$ cat src/rtl/ialu_pkg.sv
package ialu_pkg;

    localparam int unsigned WORD_BITS_DEF = 32;
    localparam int unsigned KIND_W        = 4;
    localparam int unsigned RESULT_W      = 32;

    localparam logic [KIND_W-1:0] OP_AND = 4'd0;
    localparam logic [KIND_W-1:0] OP_OR  = 4'd1;
    localparam logic [KIND_W-1:0] OP_XOR = 4'd2;
    localparam logic [KIND_W-1:0] OP_NOT = 4'd3;
    localparam logic [KIND_W-1:0] OP_ADD = 4'd4;
    localparam logic [KIND_W-1:0] OP_SUB = 4'd5;
    localparam logic [KIND_W-1:0] OP_MUL = 4'd6;
    localparam logic [KIND_W-1:0] OP_DIV = 4'd7;
    localparam logic [KIND_W-1:0] OP_MOD = 4'd8;
    localparam logic [KIND_W-1:0] OP_SHL = 4'd9;
    localparam logic [KIND_W-1:0] OP_SHR = 4'd10;

    // control that travels alongside the data through every cell
    typedef struct packed {
        logic              vld;
        logic [KIND_W-1:0] kind;
    } ctl_t;

endpackage

$ cat src/rtl/ialu_cell.sv
// One step of the chain: one restoring-division bit and one shift-and-add
// partial product, then registers everything for the next cell.
module ialu_cell #(
    parameter int unsigned W   = ialu_pkg::WORD_BITS_DEF,
    parameter int unsigned IDX = 0
) (
    input  logic           clk,
    input  logic           rst_n,
    input  logic           en,
    input  ialu_pkg::ctl_t ctl_in,
    input  logic [W-1:0]   a_in,
    input  logic [W-1:0]   b_in,
    input  logic [W-1:0]   quo_in,
    input  logic [W-1:0]   rem_in,
    input  logic [W-1:0]   prod_in,
    input  logic [W-1:0]   early_in,
    output ialu_pkg::ctl_t ctl_out,
    output logic [W-1:0]   a_out,
    output logic [W-1:0]   b_out,
    output logic [W-1:0]   quo_out,
    output logic [W-1:0]   rem_out,
    output logic [W-1:0]   prod_out,
    output logic [W-1:0]   early_out
);

    localparam int unsigned BIT = W - 1 - IDX;

    ialu_pkg::ctl_t ctl_reg;
    logic [W-1:0]   a_reg, b_reg, quo_reg, rem_reg, prod_reg, early_reg;
    logic [W:0]     trial;
    logic [W:0]     diff;
    logic [W-1:0]   rem_next, quo_next, prod_next;

    always_comb
    begin
        // remainder shifted left with the next dividend bit (MSB first)
        trial    = {rem_in, a_in[BIT]};
        diff     = trial - {1'b0, b_in};
        quo_next = quo_in;
        if (!diff[W])
        begin
            rem_next      = diff[W-1:0];
            quo_next[BIT] = 1'b1;
        end
        else
        begin
            rem_next = trial[W-1:0];
        end
        // product: add A shifted by this bit position when B has it set
        prod_next = prod_in + (b_in[IDX] ? (a_in << IDX) : '0);
    end

    always_ff @(posedge clk or negedge rst_n)
    begin
        if (!rst_n)
        begin
            ctl_reg <= '0;
        end
        else if (en)
        begin
            ctl_reg <= ctl_in;
        end
    end

    always_ff @(posedge clk)
    begin
        if (en)
        begin
            a_reg     <= a_in;
            b_reg     <= b_in;
            quo_reg   <= quo_next;
            rem_reg   <= rem_next;
            prod_reg  <= prod_next;
            early_reg <= early_in;
        end
    end

    assign ctl_out   = ctl_reg;
    assign a_out     = a_reg;
    assign b_out     = b_reg;
    assign quo_out   = quo_reg;
    assign rem_out   = rem_reg;
    assign prod_out  = prod_reg;
    assign early_out = early_reg;

endmodule

$ cat config.mk
export PLATFORM = sky130hd
export DESIGN_NAME = ialu_cell
export DESIGN_NICKNAME = d
export VERILOG_FILES = /design/src/rtl/ialu_pkg.sv /design/src/rtl/ialu_cell.sv
export SDC_FILE = /design/constraint.sdc
export NUM_CORES = 1
export LEC_CHECK = 0
export CAP_MARGIN = 25
export CORE_AREA = 2 2 203 205
export DETAILED_ROUTE_END_ITERATION = 8
export DIE_AREA = 0 0 205 207
export DONT_BUFFER_PORTS = 1
export GPL_ROUTABILITY_DRIVEN = 0
export SLEW_MARGIN = 40
export SYNTH_ARGS = -nofsm -noshare
export SYNTH_HDL_FRONTEND = slang
export SYNTH_SLANG_ARGS = --single-unit
export TNS_END_PERCENT = 1
$ cat constraint.sdc
create_clock -name clk -period 1 [get_ports clk]
set_clock_uncertainty 0.15 [all_clocks]
set_input_delay 0.3 -clock clk [delete_from_list [all_inputs] [get_ports clk]]
set_output_delay 0.3 -clock clk [all_outputs]
set_load 0.01 [all_outputs]
==> impl_metrics.csv <==
group,metric,value,unit
synth,syn_area,0.00992,mm^2
grt,grt_start_max_net_pins,198,
timing,tightest_slew,812,ps
timing,fmax,0.358,GHz
timing,setup_ws,-1790,ps
cts,clkTransAtPathRegs,80,ps
detailed_routing,drc,0,
power_and_ir_drop,pwr_density_cell,1530,mW/mm^2
floorplanning,rows,74,
synth,async_reset_ff_share,2.54,%
worst_setup_path,crit_path_max_fanout,14,
worst_hold_path,hp-class,"in2reg",
power_and_ir_drop,ir_drop,0.956,mV
worst_setup_path,worstSetupPathType,"in2reg",
cts,cts_sinks,197,
synth,yosysWarnings,0,
synth,synth_fp_nets,1032,
detailed_routing,vias,7492,
cts,cts_hold_buf,163,
placement,place_hpwl,23300,um
detailed_routing,ant_nets,0,
floorplanning,core_area,0.0404,mm^2
power_and_ir_drop,power.leakage,5.86,nW
floorplanning,start_util,24.6,%
synth,synth.area.top_cells,"edfxtp_1, ha_1, mux2_2",
floorplanning,io_pins,397,
cts,clk_path_buf_depth,2,
synth,synth_ff_type,"edfxtp_1",
timing,max_slew_margin,45.8,%
timing,fin_hold_ws,-222,ps
worst_setup_path,reg2reg_slack,30,ps
cts,cts_tree,"built",
timing,rsz0062_at_grt,"yes",
floorplanning,dieArea,0.0424,mm^2
detailed_routing,wire_per_inst,19.5,um
cts,cts_buffers,17,
timing,hold_violations,41,
status,status,"complete, but fails checks",
grt,grt_use_met3,5.40,%
worst_setup_path,cp-end-kind,"register",
power_and_ir_drop,fin_total_pwr,22.4,mW
synth,seq_area_frac_synth,59.4,%
cts,cts_root_buf,"clkbuf_16",
placement,placedInstanceArea,0.0120,mm^2
detailed_routing,wl,32600,um
synth,synth_edf_count,192,
grt,top_usage_layer,"met2",
worst_setup_path,required,1070,ps
finish,final_nets,1392,
grt,antenna_found_initial,2,
cts,clkLatencyLatePin,450,ps
finish,areaGrowthSynthToFinish,47.4,%
timing,setup_violations,260,
finish,drive_above_1_share,28.0,%
detailed_routing,drtPass1Iterations,5,
synth,ys_ff_latch,197,
synth,avgSynthCellArea,12.9,um^2
worst_setup_path,timing.rr.start,"ctl_out[0]$_DFFE_PN0P_",
finish,layout_common_cells,"edfxtp_1, buf_4, dlygate4sd3_1, a21oi_1, ha_1",
worst_setup_path,arrival,2860,ps
worst_hold_path,hp-start,"a_in[0]",
worst_setup_path,r2r-end,"ctl_out[0]$_DFFE_PN0P_",
worst_setup_path,reg2regPathDepth,1,
grt,grt.overflow.total,0,
grt,grt_use_total,15.0,%
timing,finalCritPeriodShare,279,%
finish,multi_input_area,0.00424,mm^2
finish,fin_area,0.0146,mm^2
job,cap_violations,0,
finish,fill_cells,3923,
floorplanning,die_y,207,um
grt,grt_use_met1,16.3,%
detailed_routing,dr.first_iter.drc_count,482,
floorplanning,die_x,205,um
status,violations,"hold timing, setup timing",
worst_hold_path,whs_endpoint,"a_out[0]$_DFFE_PP_",
synth,synth.distinct_cells,65,
placement,io_buffers,0,
worst_setup_path,startpoint_type,"input pin",
finish,mostFrequentLayoutCell,"edfxtp_1",
synth,synth_top_cell_area_share,58.1,%
timing,period_minus_slack,2790,ps
synth,synthCells,766,
finish,n_antenna_cell,0,
grt,grt_util_met2,26.2,%
cts,h-tree-depth,4,
finish,register_area,0.00589,mm^2
synth,netlist.top_cell.by_area,"edfxtp_1",
detailed_routing,via_per_inst,4.48,
worst_hold_path,worstHoldPathCells,0,
grt,grt_pass1_wl,47200,um
timing,slew_violations,0,
grt,first_global_vias,7955,
==> layout make-up <==
class	instances	share of cell area, %
clock buffers	20	2.99
flip-flops and latches	197	40.3
clock inverters	12	0.805
multi-input cells	513	29.0
inverters	46	1.25
repair buffers	351	21.1
well taps	532	4.55
==> worst max-delay path, cell delays in order <==
cell and delay, ps:
inv_8 20, ha_4 280, nand4_4 90, or4_4 530, a211o_1 270, a311o_1 280
o211ai_2 210, a31oi_4 140, nor2_4 190, buf_12 180, mux2_2 350
==> worst max-delay path by stage <==
stage                         from                     to  slack (ps)
after global routing      b_in[17]  rem_out[19]$_DFFE_PP_       -1860
after CTS                 b_in[17]  rem_out[23]$_DFFE_PP_       -1780
final                     b_in[17]   rem_out[8]$_DFFE_PP_       -1790
after floorplan           b_in[17]  rem_out[29]$_DFFE_PP_       -2260
after detailed placement  b_in[14]  rem_out[26]$_DFFE_PP_       -2420
after global placement    b_in[14]  rem_out[29]$_DFFE_PP_       -2350
==> sequential cells by signal, summed over array words and instances, names as in the netlist <==
register,cells
ctl_out,5
rem_out,32
quo_out,32
b_out,32
a_out,32
early_out,32
prod_out,32
==> cells by family after synthesis <==
kind of cell,synth area share [%]
adder cells (fa/ha/maj),8.48
multiplexers,3.48
XOR/XNOR,3.97
flip-flops,59.4
AO/OA/AOI/OAI,12.7
buffers and inverters,2.28
AND/OR/NAND/NOR,9.68
==> repair_timing <==
action                                  4_1_cts  5_1_grt
pin swaps                                    24       15
gates cloned                                  0        1
buffers inserted                              4        2
endpoints found under the setup margin      261      260
endpoints found under the hold margin       362      201
gates resized for setup                      59       32
==> metrics by stage <==
step,hold WS (ps),setup slack [ps],util (%),cells,TNS [ps]
after floorplan,-146,-2260,-,766,-119290
after global placement,-145,-2350,29.7,1469,-127400
after detailed placement,-145,-2420,29.7,1469,-131180
after CTS,-264,-1780,35.7,1668,-164110
after global routing,-256,-1860,36.2,1671,-168170
final,-222,-1790,36.2,1671,-154450
==> where the power goes <==
group,internal [mW],leakage (nW),switching (mW)
clock,3.29,0.263,3.53
sequential,10.2,1.94,0.929
combinational,2.55,3.66,1.91
==> routing by layer <==
layer  wire length, um  part of all wire [%]
met1             12800                    39
met2             16400                    50
met3              2500                   7.7
met4               862                   2.6
met5                 0                     0
==> cells in the mapped netlist (all sizes together) (2+ instances only) <==
cell      n
a211oi    4
a21boi    9
a21o     27
a21oi    59
a221o     3
a221oi    3
a31oi     3
and2     38
and3      6
and3b     2
and4      4
buf       7
clkbuf    3
dfrtp     5
edfxtp  192
fa        2
ha       64
inv      46
mux2     28
mux2i     3
nand2    35
nand2b    9
nand3     8
nand4     4
nor2     32
nor2b     4
nor3     12
nor3b     3
nor4      6
o211ai    7
o21a      7
o21ai    41
o21bai    9
o31ai     6
or2       4
or3       5
or4       3
xnor2    30
xor2     15
No activity file was read; power rests on OpenSTA's default activity.
